--- src/design/vdr_pkg.sv ---
// vdr_pkg: shared types and constants of the vertex weld block
// depends on nothing; used by every module of the block
`default_nettype none

package vdr_pkg;

    localparam int MAX_VERTICES = 4096;
    localparam int HASH_SLOTS   = 8192;
    localparam int IDX_W        = 12;
    localparam int VADDR_W      = $clog2(MAX_VERTICES);
    localparam int CNT_W        = $clog2(MAX_VERTICES) + 1;
    localparam int SLOT_W       = $clog2(HASH_SLOTS);
    localparam int VTX_W        = 256;

    localparam logic [63:0] HASH_IV    = 64'h243F6A8885A308D3;
    localparam logic [63:0] HASH_MUL   = 64'h9E3779B97F4A7C15;
    localparam int          HASH_SHIFT = 29;

    localparam logic [1:0] MODE_INSERT = 2'd0;
    localparam logic [1:0] MODE_REMAP  = 2'd1;
    localparam logic [1:0] MODE_CLEAR  = 2'd2;

    typedef struct packed {
        logic [1:0]       mode;
        logic [31:0]      pos_x;
        logic [31:0]      pos_y;
        logic [31:0]      pos_z;
        logic [31:0]      nrm_x;
        logic [31:0]      nrm_y;
        logic [31:0]      nrm_z;
        logic [31:0]      tex_u;
        logic [31:0]      tex_v;
        logic [IDX_W-1:0] original_index;
    } t_in;

    typedef struct packed {
        logic [IDX_W-1:0] unique_index;
        logic             is_new;
        logic             error;
    } t_out;

    typedef struct packed {
        logic [1:0]        mode;
        logic [VTX_W-1:0]  vtx;
        logic [SLOT_W-1:0] slot;
        logic [IDX_W-1:0]  oi;
    } t_cmd;

    typedef struct packed {
        logic             clearing;
        logic [CNT_W-1:0] input_count;
        logic [CNT_W-1:0] unique_count;
    } t_bk_status;

endpackage

`default_nettype wire

--- src/design/vdr_fifo.sv ---
// vdr_fifo: two-entry command queue between front and back
// depends on vdr_pkg
`default_nettype none

module vdr_fifo (
    input  logic          i_clk,
    input  logic          i_rst_n,
    input  logic          i_push,
    input  vdr_pkg::t_cmd i_data,
    output logic          o_full,
    input  logic          i_pop,
    output logic          o_valid,
    output vdr_pkg::t_cmd o_data
);
    import vdr_pkg::*;

    t_cmd       r_mem [2];
    logic       r_wp, r_rp;
    logic [1:0] r_cnt;
    logic       do_push, do_pop;

    assign o_full  = (r_cnt == 2'd2);
    assign o_valid = (r_cnt != 2'd0);
    assign o_data  = r_mem[r_rp];
    assign do_push = i_push && !o_full;
    assign do_pop  = i_pop && o_valid;

    always_ff @(posedge i_clk) begin
        if (!i_rst_n) begin
            r_wp  <= 1'b0;
            r_rp  <= 1'b0;
            r_cnt <= 2'd0;
        end else begin
            if (do_push) begin
                r_mem[r_wp] <= i_data;
                r_wp        <= ~r_wp;
            end
            if (do_pop) begin
                r_rp <= ~r_rp;
            end
            r_cnt <= r_cnt + {1'b0, do_push} - {1'b0, do_pop};
        end
    end

endmodule

`default_nettype wire

--- config.mk ---
export PLATFORM = sky130hd
export DESIGN_NAME = vdr_fifo
export DESIGN_NICKNAME = d
export VERILOG_FILES = /design/src/design/vdr_pkg.sv /design/src/design/vdr_fifo.sv
export SDC_FILE = /design/constraint.sdc
export NUM_CORES = 1
export LEC_CHECK = 0
export BUFFER_PORTS_ARGS = -buffer_cell sky130_fd_sc_hd__buf_4
export CORE_AREA = 2 2 225 227
export DETAILED_ROUTE_END_ITERATION = 6
export DIE_AREA = 0 0 227 229
export PLACE_DENSITY = 0.71
export SLEW_MARGIN = 0
export SYNTH_ARGS = -nofsm -noshare
export SYNTH_HDL_FRONTEND = slang
export SYNTH_SLANG_ARGS = --single-unit
--- constraint.sdc ---
create_clock -name i_clk -period 17.9 [get_ports i_clk]
set_input_delay 3.58 -clock i_clk [delete_from_list [all_inputs] [get_ports i_clk]]
set_output_delay 3.58 -clock i_clk [all_outputs]
set_load 0.02 [all_outputs]
==> results.cfg <==
[job]
maxCapViolCount = 0

[yosys]
ys_seq_area_share_pct = 82.3
netlist_area_um2 = 20800
synthesis.nets = 1195
yosys.area.top_type_share_pct = 81.9
synth_top_area_cell = edfxtp_1
syn_avg_cell_area_um2 = 22.9
synthCells = 906
synth_area_leaders = edfxtp_1 (82%), mux2_2 (15%), buf_6 (1.6%)
ys_types = 18
ys_ff_latch = 571
yosysWarnings = 0

[cts]
clockBufferDepth = 3
post_cts_resized = 0
clock-sinks = 571
cts_hold_buffers = 0
cts_buffers = 56
cts_setup_buffers = 0
clk_pin_slew_ps = 60
cts_tree = yes
cts-root-buf = clkbuf_16
htreeDepth = 2
clock_latency_ps = 580

[power_and_ir_drop]
switchingPower_uw = 1000
p_seq_share_pct = 44.5
p_comb_share_pct = 24.7
p_per_area_nw_per_um2 = 133
internal_power_uw = 2660
p_total_uw = 3660
swShare_pct = 27.4
peakVddDrop_v = 0.0000939
pwr-share-clk_pct = 30.8
cellLeakagePower_uw = 0.0100

[placed_design]
hpwlAfterDp_um = 32900
dp_slack_ps = 11010
routabilityCongestion = 0.849
io_buffers = 571

[global_route]
grt_max_degree = 158
grt_pass1_wl_um = 68000
antenna_found_initial = 4
track_usage_pct = 17.7
grt-ovfl-total = 0
grt_pass1_vias = 11500

[floorplanning]
die-area_um2 = 52000
die_w_um = 227
initial_core_util_pct = 41.8
ioPinCount = 572
rows = 82
die_h_um = 229
core_um2 = 49700

[timing]
worstMarginPinSlew_ps = 1200
tns_ps = 0
fin_crit_ps = 7460
timing.final.ws_setup_ps = 10440
slew_viol_final = 0
clock_skew_ps = 10.7
min_period_over_period_pct = 41.7
rsz0062_at_grt = no
max_freq_mhz = 134
timing.slew.headroom_pct = 20.0
setup_viol = 0
hold_viol = 0

[min_path]
hold_depth = 2
min_from = r_rp$_SDFFE_PN0P_
min_path_type = reg -> reg

[worst_setup_path]
reg2regPathDepth = 5
critPathLaunchType = register
timing.rr.start = r_cnt[0]$_SDFF_PN0_
crit_top_cell = buf_4
cp_slowest_cell = dfxtp_4
critPathCaptureType = output port
worst-path-max-fanout = 72
r2r-end = r_mem[0][17]$_DFFE_PP_
crit_buf_inv = 3
cp_top_family = buffers and inverters
cp_cell_sequence = buf_4, buf_4, mux2_2, buf_4
required_ps = 14320
crit_arrival_ps = 3880
rrSetupSlack_ps = 14370
critical_path_class = reg -> out
cpPeakStageDelay_ps = 890

[cells_and_area]
nFillCells = 3858
area_growth_pct = 32.1
fin_nets = 1802
drive_above_1_share_pct = 60.7

[route]
drc = 0
via_per_inst = 4.80
drt_first_pass_iters = 4
wl_per_cell_um = 21.5
drt_wl_total_um = 48000
postRouteAntennaNets = 0
drt_iter0_drc = 593
vias = 10700

[status]
status = completed
[cell type report]
class	instances	area [um2]	share of cell area (%)
Sequential cell	571	17100	62.4
Timing Repair Buffer	580	4370	15.9
Multi-Input combinational cell	301	3330	12.1
Clock buffer	66	1460	5.32
Tap cell	672	841	3.07
Clock inverter	37	312	1.14
Inverter	3	11.3	0.0411
Antenna cell	3	7.51	0.0274
[power by group through the flow]
stage | combinational, uW | clock [uW] | sequential (uW)
3_3_place_gp | 900 | 0 | 1650
3_5_place_dp | 909 | 0 | 1660
5_1_grt | 950 | 1210 | 1640
6_report | 902 | 1130 | 1630
4_1_cts | 914 | 1160 | 1630
2_1_floorplan | 578 | 0 | 1670
[kinds of logic after synthesis]
group           synth area share [%]
fa+ha+maj                      0.120
simple gates                   0.301
flops                           82.3
xor+xnor                       0.127
mux                             15.3
compound gates                0.0663
buf+inv                         1.71
[stage by stage]
step	hold WS (ps)	instance area [um2]	instances	util, %
after global placement	521	25600	2127	51.6
after global routing	580	27400	2233	55.2
after floorplan	468	20800	906	-
final	537	27400	2233	55.2
after CTS	546	27400	2230	55.2
after detailed placement	529	25600	2127	51.6
[sequential cells by signal, indices dropped and copies added, names as in the netlist, named ones only]
signal  cells
r_mem     566
r_cnt       2
r_rp        1
r_wp        1
[per-layer routing]
| metal | share of wire (%) | global-route usage, % |
|---|---|---|
| met1 | 36 | 19.2 |
| met2 | 52 | 31.2 |
| met5 | 0.031 | 0 |
| met3 | 8.0 | 5.22 |
| met4 | 4.3 | 8.78 |
[worst register-to-register path: stages, from the launching register on]
cell	delay (ps)
dfxtp_1	380
nand2b_1	200
nand3_1	170
nor2_4	530
buf_4	830
buf_4	950
[synth_stat cells]
| cell | count |
|---|---|
| nand2b_1 | 1 |
| inv_1 | 3 |
| and3_1 | 1 |
| o21a_1 | 1 |
| ha_1 | 2 |
| buf_2 | 1 |
| edfxtp_1 | 566 |
| mux2_2 | 283 |
| and2_1 | 3 |
| nor2_1 | 1 |
| nor2b_1 | 2 |
| xnor2_1 | 3 |
| buf_6 | 30 |
| nand3_1 | 1 |
| o22ai_1 | 1 |
| dfxtp_1 | 5 |
| nand2_1 | 1 |
| or2_2 | 1 |
[cell usage in the layout, fill, tap and decap left out]
master and n:
nand2b_1 1, dfxtp_4 1, clkbuf_16 57, and2_1 3
o22ai_1 1, clkinvlp_4 1, nand2_1 1, nand3_1 1
clkinv_1 15, inv_1 3, buf_4 579, inv_8 1
edfxtp_1 566, clkbuf_1 9, bufinv_16 5, clkinv_2 12
ha_1 2, nor2b_1 2, mux2_2 283, diode_2 3
xnor2_1 3, o21a_1 1, dfxtp_1 4, inv_6 3
nor2_4 1, and3_4 1, or2_2 1, buf_12 1
[worst max path at each step]
stage                   from                     to  slack [ps]  cells after the start
floorplan            i_rst_n  r_mem[0][0]$_DFFE_PP_        1580                      2
global placement    register            o_data[138]       11120                      4
detailed placement  register            o_data[112]       11010                      4
CTS                 register            o_data[112]       10380                      4
global route        register            o_data[112]       10190                      4
finish              register            o_data[112]       10440                      4
Note: power is estimated with default switching activity, not from simulation.
