## src/design/vdr_pkg.sv

```systemverilog
// vdr_pkg: shared types and constants of the vertex weld block
// depends on nothing; used by every module of the block
`default_nettype none

package vdr_pkg;

    localparam int MAX_VERTICES = 4096;
    localparam int HASH_SLOTS   = 8192;
    localparam int IDX_W        = 12;
    localparam int VADDR_W      = $clog2(MAX_VERTICES);
    localparam int CNT_W        = $clog2(MAX_VERTICES) + 1;
    localparam int SLOT_W       = $clog2(HASH_SLOTS);
    localparam int VTX_W        = 256;

    localparam logic [63:0] HASH_IV    = 64'h243F6A8885A308D3;
    localparam logic [63:0] HASH_MUL   = 64'h9E3779B97F4A7C15;
    localparam int          HASH_SHIFT = 29;

    localparam logic [1:0] MODE_INSERT = 2'd0;
    localparam logic [1:0] MODE_REMAP  = 2'd1;
    localparam logic [1:0] MODE_CLEAR  = 2'd2;

    typedef struct packed {
        logic [1:0]       mode;
        logic [31:0]      pos_x;
        logic [31:0]      pos_y;
        logic [31:0]      pos_z;
        logic [31:0]      nrm_x;
        logic [31:0]      nrm_y;
        logic [31:0]      nrm_z;
        logic [31:0]      tex_u;
        logic [31:0]      tex_v;
        logic [IDX_W-1:0] original_index;
    } t_in;

    typedef struct packed {
        logic [IDX_W-1:0] unique_index;
        logic             is_new;
        logic             error;
    } t_out;

    typedef struct packed {
        logic [1:0]        mode;
        logic [VTX_W-1:0]  vtx;
        logic [SLOT_W-1:0] slot;
        logic [IDX_W-1:0]  oi;
    } t_cmd;

    typedef struct packed {
        logic             clearing;
        logic [CNT_W-1:0] input_count;
        logic [CNT_W-1:0] unique_count;
    } t_bk_status;

endpackage

`default_nettype wire

```

## src/design/vdr_front.sv

```systemverilog
// vdr_front: accepts words, hashes vertices with one shared 32x32 multiplier
// depends on vdr_pkg
`default_nettype none

module vdr_front (
    input  logic          i_clk,
    input  logic          i_rst_n,
    input  logic          i_in_valid,
    input  vdr_pkg::t_in  i_in,
    output logic          o_in_ready,
    output logic          o_push,
    output vdr_pkg::t_cmd o_cmd,
    input  logic          i_full
);
    import vdr_pkg::*;

    typedef enum logic [1:0] {F_IDLE, F_HASH, F_PUSH} t_fstate;
    typedef enum logic [2:0] {PH_XOR, PH_MUL_LL, PH_MUL_LH, PH_MUL_HL, PH_MIX} t_phase;

    t_fstate     r_state;
    t_phase      r_ph;
    t_cmd        r_cmd;
    logic [63:0] r_h, r_x, r_p0;
    logic [31:0] r_p1, r_p2;
    logic [1:0]  r_wi;

    logic [63:0] cur_w, mul_p, n_m, n_h;
    logic [31:0] mul_a, mul_b;
    logic [31:0] hi_sum;

    assign cur_w  = r_cmd.vtx[{~r_wi, 6'b0} +: 64];
    assign hi_sum = r_p1 + r_p2;
    assign n_m    = r_p0 + {hi_sum, 32'b0};
    assign n_h    = n_m ^ (n_m >> HASH_SHIFT);

    always_comb begin
        case (r_ph)
            PH_MUL_LH: begin
                mul_a = r_x[31:0];
                mul_b = HASH_MUL[63:32];
            end
            PH_MUL_HL: begin
                mul_a = r_x[63:32];
                mul_b = HASH_MUL[31:0];
            end
            default: begin
                mul_a = r_x[31:0];
                mul_b = HASH_MUL[31:0];
            end
        endcase
    end

    assign mul_p      = 64'(mul_a) * 64'(mul_b);
    assign o_in_ready = (r_state == F_IDLE);
    assign o_push     = (r_state == F_PUSH) && !i_full;
    assign o_cmd      = r_cmd;

    always_ff @(posedge i_clk) begin
        if (!i_rst_n) begin
            r_state <= F_IDLE;
            r_ph    <= PH_XOR;
            r_wi    <= 2'd0;
        end else begin
            case (r_state)
                F_IDLE: begin
                    if (i_in_valid) begin
                        r_cmd.mode <= i_in.mode;
                        r_cmd.vtx  <= {i_in.pos_x, i_in.pos_y, i_in.pos_z, i_in.nrm_x,
                                       i_in.nrm_y, i_in.nrm_z, i_in.tex_u, i_in.tex_v};
                        r_cmd.oi   <= i_in.original_index;
                        r_cmd.slot <= '0;
                        r_h        <= HASH_IV;
                        r_wi       <= 2'd0;
                        r_ph       <= PH_XOR;
                        r_state    <= (i_in.mode == MODE_INSERT) ? F_HASH : F_PUSH;
                    end
                end
                F_HASH: begin
                    case (r_ph)
                        PH_XOR: begin
                            r_x  <= r_h ^ cur_w;
                            r_ph <= PH_MUL_LL;
                        end
                        PH_MUL_LL: begin
                            r_p0 <= mul_p;
                            r_ph <= PH_MUL_LH;
                        end
                        PH_MUL_LH: begin
                            r_p1 <= mul_p[31:0];
                            r_ph <= PH_MUL_HL;
                        end
                        PH_MUL_HL: begin
                            r_p2 <= mul_p[31:0];
                            r_ph <= PH_MIX;
                        end
                        default: begin
                            r_h  <= n_h;
                            r_ph <= PH_XOR;
                            r_wi <= r_wi + 2'd1;
                            if (r_wi == 2'd3) begin
                                // power-of-two table: modulo is the low bits
                                r_cmd.slot <= n_h[SLOT_W-1:0];
                                r_state    <= F_PUSH;
                            end
                        end
                    endcase
                end
                F_PUSH: begin
                    if (!i_full) begin
                        r_state <= F_IDLE;
                    end
                end
                default: begin
                    r_state <= F_IDLE;
                end
            endcase
        end
    end

endmodule

`default_nettype wire

```

## config.mk

```make
export PLATFORM = sky130hd
export DESIGN_NAME = vdr_front
export DESIGN_NICKNAME = d
export VERILOG_FILES = /design/src/design/vdr_pkg.sv /design/src/design/vdr_front.sv
export SDC_FILE = /design/constraint.sdc
export NUM_CORES = 2
export LEC_CHECK = 0
export CORE_MARGIN = 1.5
export CORE_UTILIZATION = 48
export CTS_CLUSTER_DIAMETER = 120
export DETAILED_ROUTE_END_ITERATION = 7
export DONT_BUFFER_PORTS = 1
export GPL_ROUTABILITY_DRIVEN = 0
export HOLD_SLACK_MARGIN = 0.08
export PLACE_DENSITY_LB_ADDON = 0.25
export REMOVE_ABC_BUFFERS = 1
export SKIP_CTS_REPAIR_TIMING = 1
export SYNTH_ARGS = -nofsm -noshare
export SYNTH_HDL_FRONTEND = slang
export SYNTH_SLANG_ARGS = --single-unit
```

## constraint.sdc

```tcl
create_clock -name i_clk -period 25.5 [get_ports i_clk]
set_input_delay 3.825 -clock i_clk [delete_from_list [all_inputs] [get_ports i_clk]]
set_output_delay 3.825 -clock i_clk [all_outputs]
set_load 0.005 [all_outputs]
```

==> summary.md <==
| Metric | Value |
|---|---|
| Status | complete, no violations |
| Worst Max-Slew Pin Slew | between 1 and 1.5 ns |
| RSZ-0062 raised after global routing | no |
| Setup crit end kind | flip-flop |
| DP Wirelength | between 100000 and 150000 um |
| H-tree levels | 2 |
| Largest net degree at the start of global routing | between 80 and 90 |
| Clock power share | between 10% and 20% |
| Setup TNS | 0 ns |
| DIE AREA | 101900 sq um |
| CP dominant cell by count | fa_1 |
| Final Hold Fails | 0 |
| Final ANT Viol Nets | 0 |
| Synth top area cells | edfxtp_1 (34%), fa_1 (24%), ha_1 (13%) |
| CTS Buffer Depth | 3 |
| Worst EP required | about 26 ns |
| First-pass GRT wire length | 207900 um |
| Count of cell types in the netlist | between 70 and 80 |
| Crit path arrival time | 10.99 ns |
| Total gr overflow | 0 |
| Worst rel slew slack | between 20% and 30% |
| Peak supply drop | between 0.15 and 0.2 mV |
| Crit-path max FO | 29 |
| Die W | 319.2 um |
| Crit Path Class | reg -> reg |
| Yosys top cell area share | between 30% and 40% |
| Power Density | ~120 nW/um^2 |
| Pins Over Slew Limit | 0 |
| Clk sinks | about 550 |
| Top Ports | between 500 and 600 |
| Async set-reset flop share out of synthesis | 0% |
| Vias in the first global route | roughly 32000 |
| Cells on worst reg2reg path | 26 |
| Period utilization | around two fifths |
| Drt first-iter violations | approximately 2800 |
| WHS | between 0.5 and 0.6 ns |
| F_max | 93.48 MHz |
| Seq/Total Area, Yosys | 34.03% |
| 1st-pass router iterations | 7 |
| Logic pwr share | roughly 66% |
| Worst path slowest cell | mux2i_1 |
| HP Class | reg -> reg |
| Worst-skew pair later-pin latency | approximately 0.6 ns |
| Cell taking the most area after synthesis | edfxtp_1 |
| Int Pwr | a little over 3 mW |
| Syn Area/Cell | between 10 and 15 sq um |
| Top_reg_cell synth | edfxtp_1 |
| Post-Syn Area | 47980 sq um |
| Final wirelength | 140700 um |
| Fin crit period | roughly 11 ns |
| Switching Share | between 40% and 50% |
| Layout area overhead | 6.274% |
| CTS tree | built |
| Hold Path End | r_x[8] |
| Filler cell count | around 8600 |
| Rows | about 120 |
| Crit path launch type | flip-flop |
| Initial antenna violation count | 9 |
| Clk root buf | clkbuf_16 |
| Yosys Warn Count | 0 |
| GRT Util Overall | between 20% and 30% |
| Share of post-route cells with drive strength above 1 | under 10% |
| Post-DR vias/cell | around 5.6 |
| Max stage delay on crit path | 1.00 ns |
| Synthesized instance count | 4101 |
| R2R Path Start | r_ph[2] |
| Initial Util | between 40 and 50% |
| Residual DRC | 0 |
| Final setup fails | 0 |
| Clock transition at the registers of the reported paths | 0.06 ns |
| Die H | 319.2 um |
| Leak pwr | approximately 23 nW |
| Worst Hold Depth | 1 |
| Sw Pwr | 2.960 mW |
| Register-to-Register Setup Slack | approximately 15 ns |
| Sequential Power Share | 22.1% |
| Number of CTS-inserted buffers | 49 |
| Nets | 5422 |
| Number of enable flip-flop cells after synthesis | about 540 |
| Max_cap viols | 0 |
| Worst R2R End | r_p0[63] |
| Drt wl/cell | approximately 26 um |
| Final Skew | 0.02469 ns |
| I/O Buffers | 0 |
| Core Area | between 90000 and 100000 sq um |
| Hold wc startpoint | r_h[8] |
| Register bit total from synthesis | 546 |
| Via count | about 30000 |
[state kept, by name, indices dropped and copies added, names as in the netlist]
signal and count:
o_cmd 283, r_p2 32, r_h 64, r_p1 32, r_p0 64, r_x 64
r_wi 2, r_state 2, r_ph 3
[per-stage QoR]
| step | cell area [sq um] | total power, mW | setup slack [ns] | cells | utilization, % |
|---|---|---|---|---|---|
| floorplan | 47620 | 3.895 | 14.27 | 4009 | - |
| global placement | 49500 | 5.248 | 14.85 | 5322 | 50.14 |
| detailed placement | 49510 | 5.219 | 14.89 | 5323 | 50.16 |
| CTS | 50980 | 5.988 | 14.80 | 5409 | 51.65 |
| global route | 50980 | 6.443 | 14.30 | 5410 | 51.65 |
| finish | 50990 | 6.019 | 14.80 | 5412 | 51.66 |
[per-layer routing]
| metal | wire length (um) | track usage (%) | vias to the layer above |
|---|---|---|---|
| li1 | - | - | 13490 |
| met1 | 55060 | 36.16 | 15350 |
| met2 | 68230 | 45.94 | 1354 |
| met3 | 12690 | 6.985 | 216 |
| met4 | 4671 | 8.762 | 8 |
| met5 | 46 | 0 | - |
[layout make-up]
| class | instances | area (sq um) | share of cell area, % |
|---|---|---|---|
| sequential | 546 | 16330 | 32.03 |
| tap | 1287 | 1610 | 3.158 |
| antenna | 3 | 7.507 | 0.01472 |
| clock buffer | 59 | 1264 | 2.478 |
| multi-input combinational | 2636 | 28260 | 55.42 |
| timing repair buffer | 27 | 206.4 | 0.4049 |
| inverter | 827 | 3104 | 6.088 |
| clock inverter | 27 | 206.4 | 0.4049 |
[worst max-delay path: cells and delay by family, from the launching register on]
| family | cells | cell delay (ns) |
|---|---|---|
| mux | 2 | 1.24 |
| buf+inv | 5 | 1.55 |
| flops | 1 | 0.50 |
| simple gates | 2 | 0.88 |
| compound gates | 8 | 2.00 |
| fa+ha+maj | 9 | 4.18 |
[cells in the mapped netlist, drive strengths merged, types with 4 or more instances]
cell type and n:
o31ai 8, o21bai 22, xnor2 148, nor2b 18
a21o 83, o21ai 121, a41oi 5, nand2b 29
a211oi 16, mux2 15, o21a 13, o221ai 4
a21oi 158, mux4 64, clkbuf 98, nor4 4
or3 7, nand2 229, xnor3 4, nor3 40
and2 24, fa 575, a31oi 22, or2 12
nand3 27, nor2 216, and3 17, edfxtp 539
dfxtp 7, o31a 6, xor2 123, o211ai 16
ha 486, mux2i 24, inv 826, nand4 18
a211o 4, and4 4, buf 26
[cells by family after synthesis]
group / count (synthesis) / share of synthesized area, %
mux: 103 / 3.865
fa+ha+maj: 1062 / 36.69
simple gates: 655 / 6.113
xor+xnor: 276 / 5.184
other cells: 2 / 0.01565
compound gates: 506 / 6.647
buf+inv: 951 / 7.461
flops: 546 / 34.03
[power groups by stage]
stage               Clock [mW]  Combinational [mW]  Sequential (mW)
CTS                      0.711                3.95             1.33
finish                   0.698                3.99             1.33
detailed placement           0                3.87             1.35
global route             0.740                4.37             1.33
global placement             0                3.90             1.35
floorplan                    0                2.56             1.34
[layout by cell type (no fill, tap or decap), types with 27 or more instances in the layout]
master,netlist,layout
clkbuf_16,0,49
nor2_1,216,214
a21o_1,83,83
conb_1,2,34
nor3_1,40,40
edfxtp_1,539,539
nand2b_1,29,28
a21oi_1,156,156
xnor2_1,148,148
xor2_1,123,123
fa_1,575,575
nand2_1,229,228
inv_1,818,818
nand3_1,27,27
ha_1,486,486
o21ai_0,118,118
mux4_2,64,64
[worst max-delay path by stage]
| stage | from | end | slack (ns) | cells after the start |
|---|---|---|---|---|
| 2_1_floorplan | i_rst_n | r_p0[0] | 14.27 | 2 |
| 3_3_place_gp | r_ph[2] | r_p0[63] | 14.85 | 29 |
| 3_5_place_dp | r_ph[2] | r_p0[63] | 14.89 | 26 |
| 4_1_cts | r_ph[2] | r_p0[63] | 14.80 | 26 |
| 5_1_grt | r_ph[2] | r_p0[63] | 14.30 | 26 |
| 6_report | r_ph[2] | r_p0[63] | 14.80 | 26 |
(Power assumes the default switching activity.)
